<file path="config.mk">
export PLATFORM = sky130hd
export DESIGN_NAME = display_list_state_decoder_top
export DESIGN_NICKNAME = d
export VERILOG_FILES = /design/src/rtl/core/dlsd_pkg.sv /design/src/rtl/core/dlsd_decode.sv /design/src/rtl/core/dlsd_state.sv /design/src/rtl/core/display_list_state_decoder_top.sv
export SDC_FILE = /design/constraint.sdc
export NUM_CORES = 2
export LEC_CHECK = 0
export ABC_AREA = 1
export BUFFER_PORTS_ARGS = -buffer_cell sky130_fd_sc_hd__buf_2
export CORE_MARGIN = 1
export CORE_UTILIZATION = 58
export CTS_BUF_LIST = sky130_fd_sc_hd__clkbuf_4 sky130_fd_sc_hd__clkbuf_8
export CTS_CLUSTER_DIAMETER = 60
export DETAILED_ROUTE_END_ITERATION = 12
export PLACE_DENSITY = 0.79
export SKIP_LAST_GASP = 1
export SLEW_MARGIN = 20
export SYNTH_ARGS = -nofsm -noshare
export SYNTH_HDL_FRONTEND = slang
export SYNTH_SLANG_ARGS = --single-unit
</file>
<file path="constraint.sdc">
create_clock -name clk -period 5.25 [get_ports clk]
set_input_delay 0 -clock clk [delete_from_list [all_inputs] [get_ports clk]]
set_output_delay 0 -clock clk [all_outputs]
set_load 0.01 [all_outputs]
</file>
<file path="src/rtl/core/dlsd_pkg.sv">
`timescale 1ns / 1ps
package dlsd_pkg;

  localparam int SEGMENTS  = 16;
  localparam int SEG_IDX_W = $clog2(SEGMENTS);

  // Command opcodes (top byte of word 0)
  localparam logic [7:0] OP_NOOP        = 8'h00;
  localparam logic [7:0] OP_MTX         = 8'h01;
  localparam logic [7:0] OP_MOVEMEM     = 8'h03;
  localparam logic [7:0] OP_VTX         = 8'h04;
  localparam logic [7:0] OP_DL          = 8'h06;
  localparam logic [7:0] OP_TRI2        = 8'hB1;
  localparam logic [7:0] OP_RDPHALF_CNT = 8'hB2;
  localparam logic [7:0] OP_RDPHALF_2   = 8'hB3;
  localparam logic [7:0] OP_RDPHALF_1   = 8'hB4;
  localparam logic [7:0] OP_LINE3D      = 8'hB5;
  localparam logic [7:0] OP_CLRGEOM     = 8'hB6;
  localparam logic [7:0] OP_SETGEOM     = 8'hB7;
  localparam logic [7:0] OP_ENDDL       = 8'hB8;
  localparam logic [7:0] OP_OTHERMODE_L = 8'hB9;
  localparam logic [7:0] OP_OTHERMODE_H = 8'hBA;
  localparam logic [7:0] OP_TEXTURE     = 8'hBB;
  localparam logic [7:0] OP_MOVEWORD    = 8'hBC;
  localparam logic [7:0] OP_POPMTX      = 8'hBD;
  localparam logic [7:0] OP_CULLDL      = 8'hBE;
  localparam logic [7:0] OP_TRI1        = 8'hBF;
  localparam logic [7:0] OP_RDP_NOOP    = 8'hC0;
  localparam logic [7:0] OP_RDP_FIRST   = 8'hC1;
  localparam logic [7:0] OP_IMAGE_FIRST = 8'hFD;

  // Moveword indices
  localparam logic [7:0] MW_LIGHTS   = 8'h02;
  localparam logic [7:0] MW_SEGMENT  = 8'h06;
  localparam logic [7:0] MW_PERSPNRM = 8'h0E;

  localparam logic [15:0] PERSP_RESET = 16'hFFFF;

  typedef enum logic [3:0] {
    KIND_ABSORBED = 4'd0,
    KIND_GEOMMODE = 4'd1,
    KIND_OTHER_H  = 4'd2,
    KIND_OTHER_L  = 4'd3,
    KIND_TEXTURE  = 4'd4,
    KIND_RDP      = 4'd5,
    KIND_END      = 4'd6,
    KIND_FETCH    = 4'd7,
    KIND_FORWARD  = 4'd8,
    KIND_UNKNOWN  = 4'd9
  } kind_t;

  typedef struct packed {
    logic [7:0]  opcode;
    logic [23:0] low;
    logic [31:0] word1;
  } cmd_t;

  typedef struct packed {
    logic [31:0] geometry_mode;
    logic [31:0] othermode_high;
    logic [31:0] othermode_low;
    logic [2:0]  tex_level;
    logic [2:0]  tex_tile;
    logic        tex_on;
    logic [15:0] scale_s;
    logic [15:0] scale_t;
    logic [15:0] persp_norm;
    logic [6:0]  lights;
  } mode_state_t;

  // all zero but the perspective normalizer
  localparam mode_state_t STATE_RESET = '{32'd0, 32'd0, 32'd0, 3'd0, 3'd0, 1'b0,
                                          16'd0, 16'd0, PERSP_RESET, 7'd0};

  typedef struct packed {
    logic                 we;
    logic [SEG_IDX_W-1:0] idx;
    logic [31:0]          data;
  } seg_write_t;

  typedef struct packed {
    kind_t       kind;
    logic [31:0] word0;
    logic [31:0] word1;
    logic [2:0]  tex_level;
    logic [2:0]  tex_tile;
    logic        tex_on;
    logic [15:0] scale_s;
    logic [15:0] scale_t;
    logic [6:0]  light_count;
    logic [15:0] persp_value;
    logic        end_list;
  } result_t;

endpackage

</file>
<file path="src/rtl/core/dlsd_decode.sv">
`timescale 1ns / 1ps
module dlsd_decode (
  input  dlsd_pkg::cmd_t        cmd,
  input  dlsd_pkg::mode_state_t state,
  input  logic [31:0]           seg_base,
  output dlsd_pkg::mode_state_t state_next,
  output dlsd_pkg::seg_write_t  seg_wr,
  output dlsd_pkg::result_t     result
);

  logic [31:0] mode_mask;
  logic [31:0] translated;
  logic [31:0] len_ones;
  logic [4:0]  len5;
  logic [6:0]  light_raw;

  // Othermode field mask: length = byte0 + 1, shift = byte1
  always_comb begin
    len5     = cmd.low[4:0] + 5'd1;
    len_ones = ~(32'hFFFF_FFFF << len5);
    if (cmd.low[7:0] >= 8'd31) begin
      mode_mask = 32'hFFFF_FFFF;
    end else if (cmd.low[15:8] >= 8'd32) begin
      mode_mask = '0;
    end else begin
      mode_mask = len_ones << cmd.low[12:8];
    end
  end

  assign translated = seg_base + {8'd0, cmd.word1[23:0]};
  assign light_raw  = cmd.word1[11:5];

  always_comb begin
    dlsd_pkg::kind_t kind;
    logic [31:0]     ow1;
    logic            end_flag;

    kind       = dlsd_pkg::KIND_UNKNOWN;
    ow1        = '0;
    end_flag   = 1'b0;
    state_next = state;
    seg_wr     = '0;

    unique case (cmd.opcode)
      dlsd_pkg::OP_NOOP, dlsd_pkg::OP_MOVEMEM, dlsd_pkg::OP_RDPHALF_CNT,
      dlsd_pkg::OP_RDPHALF_2, dlsd_pkg::OP_RDPHALF_1, dlsd_pkg::OP_LINE3D,
      dlsd_pkg::OP_RDP_NOOP: begin
        kind = dlsd_pkg::KIND_ABSORBED;
      end
      dlsd_pkg::OP_MTX, dlsd_pkg::OP_VTX: begin
        kind = dlsd_pkg::KIND_FETCH;
        ow1  = translated;
      end
      dlsd_pkg::OP_DL: begin
        kind     = dlsd_pkg::KIND_FETCH;
        ow1      = translated;
        end_flag = (cmd.low[23:16] != 8'd0);
      end
      dlsd_pkg::OP_TRI2, dlsd_pkg::OP_TRI1, dlsd_pkg::OP_POPMTX,
      dlsd_pkg::OP_CULLDL: begin
        kind = dlsd_pkg::KIND_FORWARD;
        ow1  = cmd.word1;
      end
      dlsd_pkg::OP_ENDDL: begin
        kind     = dlsd_pkg::KIND_END;
        end_flag = 1'b1;
      end
      dlsd_pkg::OP_SETGEOM: begin
        state_next.geometry_mode = state.geometry_mode | cmd.word1;
        kind = dlsd_pkg::KIND_GEOMMODE;
        ow1  = state_next.geometry_mode;
      end
      dlsd_pkg::OP_CLRGEOM: begin
        state_next.geometry_mode = state.geometry_mode & ~cmd.word1;
        kind = dlsd_pkg::KIND_GEOMMODE;
        ow1  = state_next.geometry_mode;
      end
      dlsd_pkg::OP_OTHERMODE_H: begin
        state_next.othermode_high = (state.othermode_high & ~mode_mask)
                                  | (cmd.word1 & mode_mask);
        kind = dlsd_pkg::KIND_OTHER_H;
        ow1  = state_next.othermode_high;
      end
      dlsd_pkg::OP_OTHERMODE_L: begin
        state_next.othermode_low = (state.othermode_low & ~mode_mask)
                                 | (cmd.word1 & mode_mask);
        kind = dlsd_pkg::KIND_OTHER_L;
        ow1  = state_next.othermode_low;
      end
      dlsd_pkg::OP_TEXTURE: begin
        state_next.tex_level = cmd.low[13:11];
        state_next.tex_tile  = cmd.low[10:8];
        state_next.tex_on    = (cmd.low[7:0] != 8'd0);
        state_next.scale_s   = cmd.word1[31:16];
        state_next.scale_t   = cmd.word1[15:0];
        kind = dlsd_pkg::KIND_TEXTURE;
      end
      dlsd_pkg::OP_MOVEWORD: begin
        kind = dlsd_pkg::KIND_ABSORBED;
        priority if (cmd.low[7:0] == dlsd_pkg::MW_SEGMENT) begin
          // offset / 4 must land inside the table
          seg_wr.we   = (cmd.low[23:14] == 10'd0);
          seg_wr.idx  = cmd.low[13:10];
          seg_wr.data = cmd.word1;
        end else if (cmd.low[7:0] == dlsd_pkg::MW_LIGHTS) begin
          state_next.lights = (light_raw != 7'd0) ? light_raw - 7'd1 : 7'd0;
        end else if (cmd.low[7:0] == dlsd_pkg::MW_PERSPNRM) begin
          state_next.persp_norm = cmd.word1[15:0];
        end else begin
          state_next = state;
        end
      end
      default: begin
        if (cmd.opcode >= dlsd_pkg::OP_RDP_FIRST) begin
          kind = dlsd_pkg::KIND_RDP;
          ow1  = (cmd.opcode >= dlsd_pkg::OP_IMAGE_FIRST) ? translated : cmd.word1;
        end else begin
          kind = dlsd_pkg::KIND_UNKNOWN;
        end
      end
    endcase

    result.kind        = kind;
    result.word0       = {cmd.opcode, cmd.low};
    result.word1       = ow1;
    result.tex_level   = state_next.tex_level;
    result.tex_tile    = state_next.tex_tile;
    result.tex_on      = state_next.tex_on;
    result.scale_s     = state_next.scale_s;
    result.scale_t     = state_next.scale_t;
    result.light_count = state_next.lights;
    result.persp_value = state_next.persp_norm;
    result.end_list    = end_flag;
  end

endmodule

</file>
<file path="src/rtl/core/dlsd_state.sv">
`timescale 1ns / 1ps
module dlsd_state (
  input  logic                             clk,
  input  logic                             rst,
  input  logic                             update,
  input  dlsd_pkg::mode_state_t            state_next,
  input  dlsd_pkg::seg_write_t             seg_wr,
  input  logic [dlsd_pkg::SEG_IDX_W-1:0]   seg_idx,
  output dlsd_pkg::mode_state_t            state,
  output logic [31:0]                      seg_base
);

  logic [31:0] segment_table [dlsd_pkg::SEGMENTS];

  always_ff @(posedge clk) begin
    if (rst) begin
      state <= dlsd_pkg::STATE_RESET;
    end else if (update) begin
      state <= state_next;
    end
  end

  always_ff @(posedge clk) begin
    if (rst) begin
      for (int i = 0; i < dlsd_pkg::SEGMENTS; i++) begin
        segment_table[i] <= '0;
      end
    end else if (update && seg_wr.we) begin
      segment_table[seg_wr.idx] <= seg_wr.data;
    end
  end

  assign seg_base = segment_table[seg_idx];

endmodule

</file>
<file path="src/rtl/core/display_list_state_decoder_top.sv">
`timescale 1ns / 1ps
// Display-list command decoder. Each 64-bit command word enters on the s_ side,
// is held in an input register, and is decoded against the current
// render state (segment base table, geometry mode, othermode high/low, texture
// settings, perspective normalizer, light count); the state update and the
// result word are both taken at the same clock edge. Exactly one result word
// leaves on the m_ side per command, in order. Throughput is one command per
// cycle while m_tready is high; m_tvalid rises at the edge on which a word moves
// from the input register to the result register, and the result can be taken
// from then on. The decode path between the two registers is combinational.
// s_tready follows m_tready combinationally when both registers are
// full, so a stalled consumer stops input after at most two buffered words.
// m_tuser carries the result kind, m_tlast flags end of the current list
// (end-of-list command, or a branching display-list call). Segment translation
// uses bits 27:24 of word 1 as the segment and adds bits 23:0 to its base.
module display_list_state_decoder_top (
  input  logic         clk,
  input  logic         rst,
  input  logic         s_tvalid,
  output logic         s_tready,
  input  logic [63:0]  s_tdata,   // opcode[7:0], cmd_low[31:8], cmd_word1[63:32]
  output logic         m_tvalid,
  input  logic         m_tready,
  output logic [127:0] m_tdata,   // out_word0[31:0], out_word1[63:32],
                                  // tex_level[66:64], tex_tile[69:67],
                                  // tex_on[70], scale_s[86:71], scale_t[102:87],
                                  // light_count[109:103], persp_value[125:110],
                                  // zero pad[127:126]
  output logic [3:0]   m_tuser,   // kind[3:0]
  output logic         m_tlast    // end_list
);

  // input register
  logic                  in_valid;
  dlsd_pkg::cmd_t        in_cmd;

  // decode/state wiring
  dlsd_pkg::mode_state_t state;
  dlsd_pkg::mode_state_t state_next;
  dlsd_pkg::seg_write_t  seg_wr;
  dlsd_pkg::result_t     result;
  dlsd_pkg::result_t     out_res;
  logic [31:0]           seg_base;
  logic                  advance;

  // A word moves to the result register when the latter is free or draining.
  assign advance  = in_valid && (!m_tvalid || m_tready);
  assign s_tready = !in_valid || advance;

  always_ff @(posedge clk) begin
    if (rst) begin
      in_valid <= 1'b0;
    end else if (s_tvalid && s_tready) begin
      in_valid <= 1'b1;
    end else if (advance) begin
      in_valid <= 1'b0;
    end
  end

  always_ff @(posedge clk) begin
    if (s_tvalid && s_tready) begin
      in_cmd.opcode <= s_tdata[7:0];
      in_cmd.low    <= s_tdata[31:8];
      in_cmd.word1  <= s_tdata[63:32];
    end
  end

  dlsd_state u_state (
    .clk        (clk),
    .rst        (rst),
    .update     (advance),
    .state_next (state_next),
    .seg_wr     (seg_wr),
    .seg_idx    (in_cmd.word1[27:24]),
    .state      (state),
    .seg_base   (seg_base)
  );

  dlsd_decode u_decode (
    .cmd        (in_cmd),
    .state      (state),
    .seg_base   (seg_base),
    .state_next (state_next),
    .seg_wr     (seg_wr),
    .result     (result)
  );

  // result register
  always_ff @(posedge clk) begin
    if (rst) begin
      m_tvalid <= 1'b0;
    end else if (advance) begin
      m_tvalid <= 1'b1;
    end else if (m_tready) begin
      m_tvalid <= 1'b0;
    end
  end

  always_ff @(posedge clk) begin
    if (advance) begin
      out_res <= result;
    end
  end

  assign m_tdata = {2'b00, out_res.persp_value, out_res.light_count, out_res.scale_t,
                    out_res.scale_s, out_res.tex_on, out_res.tex_tile,
                    out_res.tex_level, out_res.word1, out_res.word0};
  assign m_tuser = out_res.kind;
  assign m_tlast = out_res.end_list;

endmodule

</file>
# == After elaboration in Yosys (flattened, before gate mapping) ==
# Memory sizes are Yosys's and may differ from the RTL's. A register that Yosys moved wholly into a read port is not among the register bits.
# Index checks and enable logic that the tools add are counted.
# word_totals
word_cells,127
mem_count,1
inputBits,68
regBits,355
ram_bits,512
# op_classes
n_shift,2
bitwise_logic,11
reduce_logical,24
n_mux,33
n_eq_ne,23
order_cmp,4
n_addsub,3
# memory_table
memory,words,word_bits,rd,rd_clocked_by_memory_dff,write_ports,line_no,rtl
u_state.segment_table,16,32,1,1,16,dlsd_state.sv:13,logic [31:0] segment_table [dlsd_pkg::SEGMENTS];
# ops
op,n
32-bit one-hot mux with 7 select lines,1
32-bit two-way mux,5
32-bit bitwise AND,4
"8-bit == test, second input constant",16
32-bit one-hot mux with 2 select lines,2
32-bit NOT,3
32-bit OR,3
32-bit one-hot mux with 3 select lines,1
39-bit one-hot mux with 2 select lines,1
37-bit two-way mux,2
23-bit two-way mux,2
32-bit by 24-bit adder with 32-bit output,1
16-bit two-way mux,2
4-bit one-hot mux with 8 select lines,1
32-bit OR reduction,1
32-bit by 5-bit << shifter with 32-bit output,1
"32-bit by 5-bit << shifter with 32-bit output, first input constant",1
"8-bit by 3-bit == test with 1-bit output, second input constant",3
"8-bit by 2-bit == test with 1-bit output, second input constant",2
"8-bit >= comparator, second input constant",2
8-bit nonzero test,2
7-bit two-way mux,2
4-bit two-way mux,3
10-bit logical NOT,1
other kinds (21),38

# == Depth between registers and ports, before layout ==
# depth
word_depth,10
depth_mapped,29
mapped_depth_nobuf,24

# == Modules after synthesis ==
# Synthesis repeated with hierarchy kept, for this count alone.
# hier_totals
hier_cells,5395
area_unflattened_um2,44468.9
# modules_own_cells
module,seq_area_each_um2,area_per_inst_um2,n_inst,cells_each
dlsd_state,18537.8,29721.0,1,3418
dlsd_decode,0.0,8782.2,1,1767
display_list_state_decoder_top,5895.7,5965.7,1,210

# == Least setup slack after synthesis ==
# Ideal clock, no wire load.
# synth_timing
path_type,reg-to-reg
start,register m_tvalid
end,"register out_res, in the netlist m_tdata[0], enable pin"
setup_time_ns,0.544
synth_period_minus_slack_ns,5.090
path_stages_with_launch,6
arrival_time_ns,4.546
setup_slack_ns,0.160
cell_sequence,dfxtp_1 > nand2_1 > nand2_1 > clkbuf_1 > inv_2 > clkbuf_1
# synth_between
elab_chain_cells,3
# synth_rtl
element,line_no,rtl
"start, declared",display_list_state_decoder_top.sv:22,"output logic m_tvalid,"
"start signal, assigned",display_list_state_decoder_top.sv:91,m_tvalid <= 1'b0;
"start signal, assigned",display_list_state_decoder_top.sv:93,m_tvalid <= 1'b1;
"start signal, assigned",display_list_state_decoder_top.sv:95,m_tvalid <= 1'b0;
1-bit logical NOT,display_list_state_decoder_top.sv:47,assign advance = in_valid && (!m_tvalid || m_tready);
1-bit logical OR,display_list_state_decoder_top.sv:47,
1-bit logical AND,display_list_state_decoder_top.sv:47,
net advance,display_list_state_decoder_top.sv:44,logic advance;
"end signal, assigned",display_list_state_decoder_top.sv:101,out_res <= result;
"end, declared",display_list_state_decoder_top.sv:42,dlsd_pkg::result_t out_res;
# The timed path passes the listed nets, and every way through them passes these cells.
# A chain may end at the register's enable or synchronous reset.

==> summary.md <==
| Metric | Value |
|---|---|
| Status | finished, final reports clean |
| Sequential area share after synthesis | 59.0% |
| Critical-path cell list | buf_4 -> buf_4 -> a21oi_1 -> o21ai_0 -> o211ai_1 -> nand3_1 -> nand2_1 -> ha_1 -> nand2_1 -> nor4_1 -> nand3_1 -> nand3_1 -> nand3_1 -> nand2_1 -> nand2_1 -> nand2_1 -> nand2_1 -> o21ai_0 -> nand4_1 |
| Final wirelength | around 130000 um |
| Period minus WS final | 4490 ps |
| Setup Crit Path Kind | reg -> reg |
| FMAX | 223 MHz |
| RePlAce Congestion | just under 1 |
| Die width | approximately 270 um |
| I/O pins | about 200 |
| Most common cell after layout, fill and taps aside | edfxtp_1 |
| Worst Hold Class | in -> reg |
| Design Area, Final | approximately 0.048 sq mm |
| Skew final | approximately 62 ps |
| Iter 0 DRT Violations | around 4.6k |
| Relative slew slack | about a fifth |
| Worst path slowest cell | buf_4 |
| RSZ-0062 raised after global routing | false |
| CP Max Fanout | 55 |
| Setup violations, final | 0 |
| Worst endpoint required time | ~5800 ps |
| Seq cells post-synth | between 800 and 900 |
| Final Max Tran Viols | 0 |
| TritonCTS Buffers | 143 |
| Global route overflow | 0 |
| Vias in the first global route | approximately 33k |
| Post-DP Area | ~0.043 sq mm |
| First-pass GRT wire length | 191000 um |
| Ys Warns | 0 |
| DR vias/cell | 6.07 |
| Initial Util | 59.0% |
| CP max stage delay | 580 ps |
| TritonCTS clock tree | built |
| Post-Syn Area | between 0.04 and 0.05 sq mm |
| Post_cts resized | 0 |
| DP HPWL | approximately 79000 um |
| Worst-Skew Late Latency | about 850 ps |
| Most frequent cells in the layout | edfxtp_1, nor2_1, nand2_1 |
| Setup TNS | 0 ps |
| Nets | between 4k and 5k |
| Max clock buf depth | 3 |
| Avg WL per Cell | between 20 and 25 um |
| Area growth syn-to-layout | 14.6% |
| Cell mode on critical path | nand2_1 |
| Worst-Margin Slew | 1200 ps |
| Post-synth cell types | 46 |
| Crit path arrival time | approximately 5000 ps |
| Lkg Pwr | 0.0180 uW |
| Row cnt | 97 |
| Number of clock sinks | a little under 900 |
| Max-Cap Viols | 0 |
| Port-buffer cells | 200 |
| Die area | 0.0727 sq mm |
| Fin. Hold Viols | 0 |
| Period Utilization, post-route | roughly 86% |
| Startpoint types | flop |
| Chip height | between 200 and 300 um |
| Final antenna-violating net count | 0 |
| DRC viols | 0 |
| CTS Hold Bufs | approximately 140 |
| Worst setup EP type | flop |
| Post-CTS Setup Bufs | 0 |
| Initial antenna violation count | 6 |
| Drt pass-1 iters | 6 |
| H-tree depth | 4 |
| Synthesized instance count | between 4k and 5k |
| Core footprint | 0.0704 sq mm |
| Register clock-pin slew on the reported worst setup and hold paths | 60 ps |
| Layout cells sized above 1 | 12.0% |
| CTS root buffer | clkbuf_8 |
| Max IR drop VDD | roughly 260 uV |
| Total GRT Usage | around a third |
| Largest net degree at the start of global routing | 83 |
| Avg Inst Size Synth | 9.40 sq um |
| PD cells | 331 mW/mm^2 |
| Vias | ~35k |
[routing by layer]
metal	GRT usage (%)	wire length, um
met5	0	39
met4	16.7	5490
met3	6.67	14100
met1	44.5	47400
met2	55.6	59600
[cell usage after synthesis, drive strengths merged]
cell | number | area, sq um
dfxtp | 164 | 3280
conb | 1 | 3.75
o31ai | 4 | 30.0
xor2 | 13 | 114
or3 | 2 | 12.5
o2111ai | 6 | 52.6
o221ai | 3 | 26.3
nor2 | 695 | 2610
and2 | 1 | 6.26
a22oi | 15 | 113
buf | 53 | 216
or2 | 21 | 131
nor3 | 17 | 96.4
fa | 1 | 20.0
mux2i | 100 | 1000
o21a | 1 | 7.51
xnor2 | 9 | 78.8
o21ai | 415 | 2080
a311oi | 32 | 280
nor4 | 9 | 90.1
a21o | 4 | 30.0
o22ai | 10 | 62.6
o211ai | 145 | 1090
a221oi | 4 | 35.0
edfxtp | 707 | 21200
nand2 | 528 | 1980
ha | 32 | 400
a21oi | 339 | 1700
a21boi | 1 | 7.51
nor3b | 2 | 20.0
inv | 404 | 1520
clkinv | 4 | 15.0
o21bai | 5 | 37.5
a31oi | 3 | 18.8
o311ai | 1 | 8.76
nand3 | 341 | 1710
nand4 | 53 | 332
nand3b | 18 | 135
clkbuf | 255 | 957
[worst max-delay path, delay by kind of cell (launching register included)]
| family | cells | cell delay (ps) |
|---|---|---|
| AND/OR/NAND/NOR | 12 | 1730 |
| AO/OA/AOI/OAI | 4 | 450 |
| flip-flops | 1 | 470 |
| buffers and inverters | 2 | 1070 |
| adder cells (fa/ha/maj) | 1 | 380 |
[through the flow]
stage	utilization [%]	cells	total power, uW	hold slack, ps	worst slack (ps)
global route	67.6	5732	16200	109	501
detailed placement	61.8	5349	9860	178	909
finish	67.6	5732	15700	90.1	756
CTS	67.6	5729	15700	46.5	866
global placement	61.8	5349	9820	177	1030
floorplan	-	4419	9230	98.9	160
[power breakdown]
part	leakage [uW]	internal, uW	switching, uW
combinational	0.00841	629	1300
sequential	0.00815	7770	164
clock	0.00145	3050	2810
total	0.0180	11500	4270
[state kept, by name (all words and copies together) (netlist names), named ones only]
signal                 flops
m_tuser                    4
in_valid                   1
u_state.state            126
m_tlast                    1
m_tdata                  126
u_state.segment_table    512
m_tvalid                   1
in_cmd                    64
[area by class of cell]
class | count | area [sq um]
Sequential cell | 871 | 24500
Fill cell | 5327 | 22800
Multi-Input combinational cell | 2832 | 14400
Timing Repair Buffer | 433 | 3220
Clock buffer | 192 | 2370
Inverter | 408 | 1540
Tap cell | 940 | 1180
Clock inverter | 53 | 373
Antenna cell | 3 | 7.51
[cell families (layout without fill, tap and decap cells)]
| family | after synthesis | after routing | synth area share, % |
|---|---|---|---|
| simple gates | 1687 | 1687 | 17.1 |
| compound gates | 988 | 988 | 13.4 |
| flops | 871 | 871 | 59.0 |
| buf+inv | 716 | 1086 | 6.51 |
| mux | 100 | 100 | 2.41 |
| fa+ha+maj | 33 | 33 | 1.01 |
| xor+xnor | 22 | 22 | 0.464 |
| other cells | 1 | 5 | 0.00903 |
[worst paths after layout]
check	start	end	cells after the start	slack [ps]
hold reg to reg	in_cmd[38]	m_tdata[6]	0	440
setup / recovery	flop	m_tdata[61]	19	760
hold / removal	s_tdata[58]	flop	4	90
setup reg to reg	flop	m_tdata[61]	19	760
Note: power is estimated with default switching activity, not from simulation.
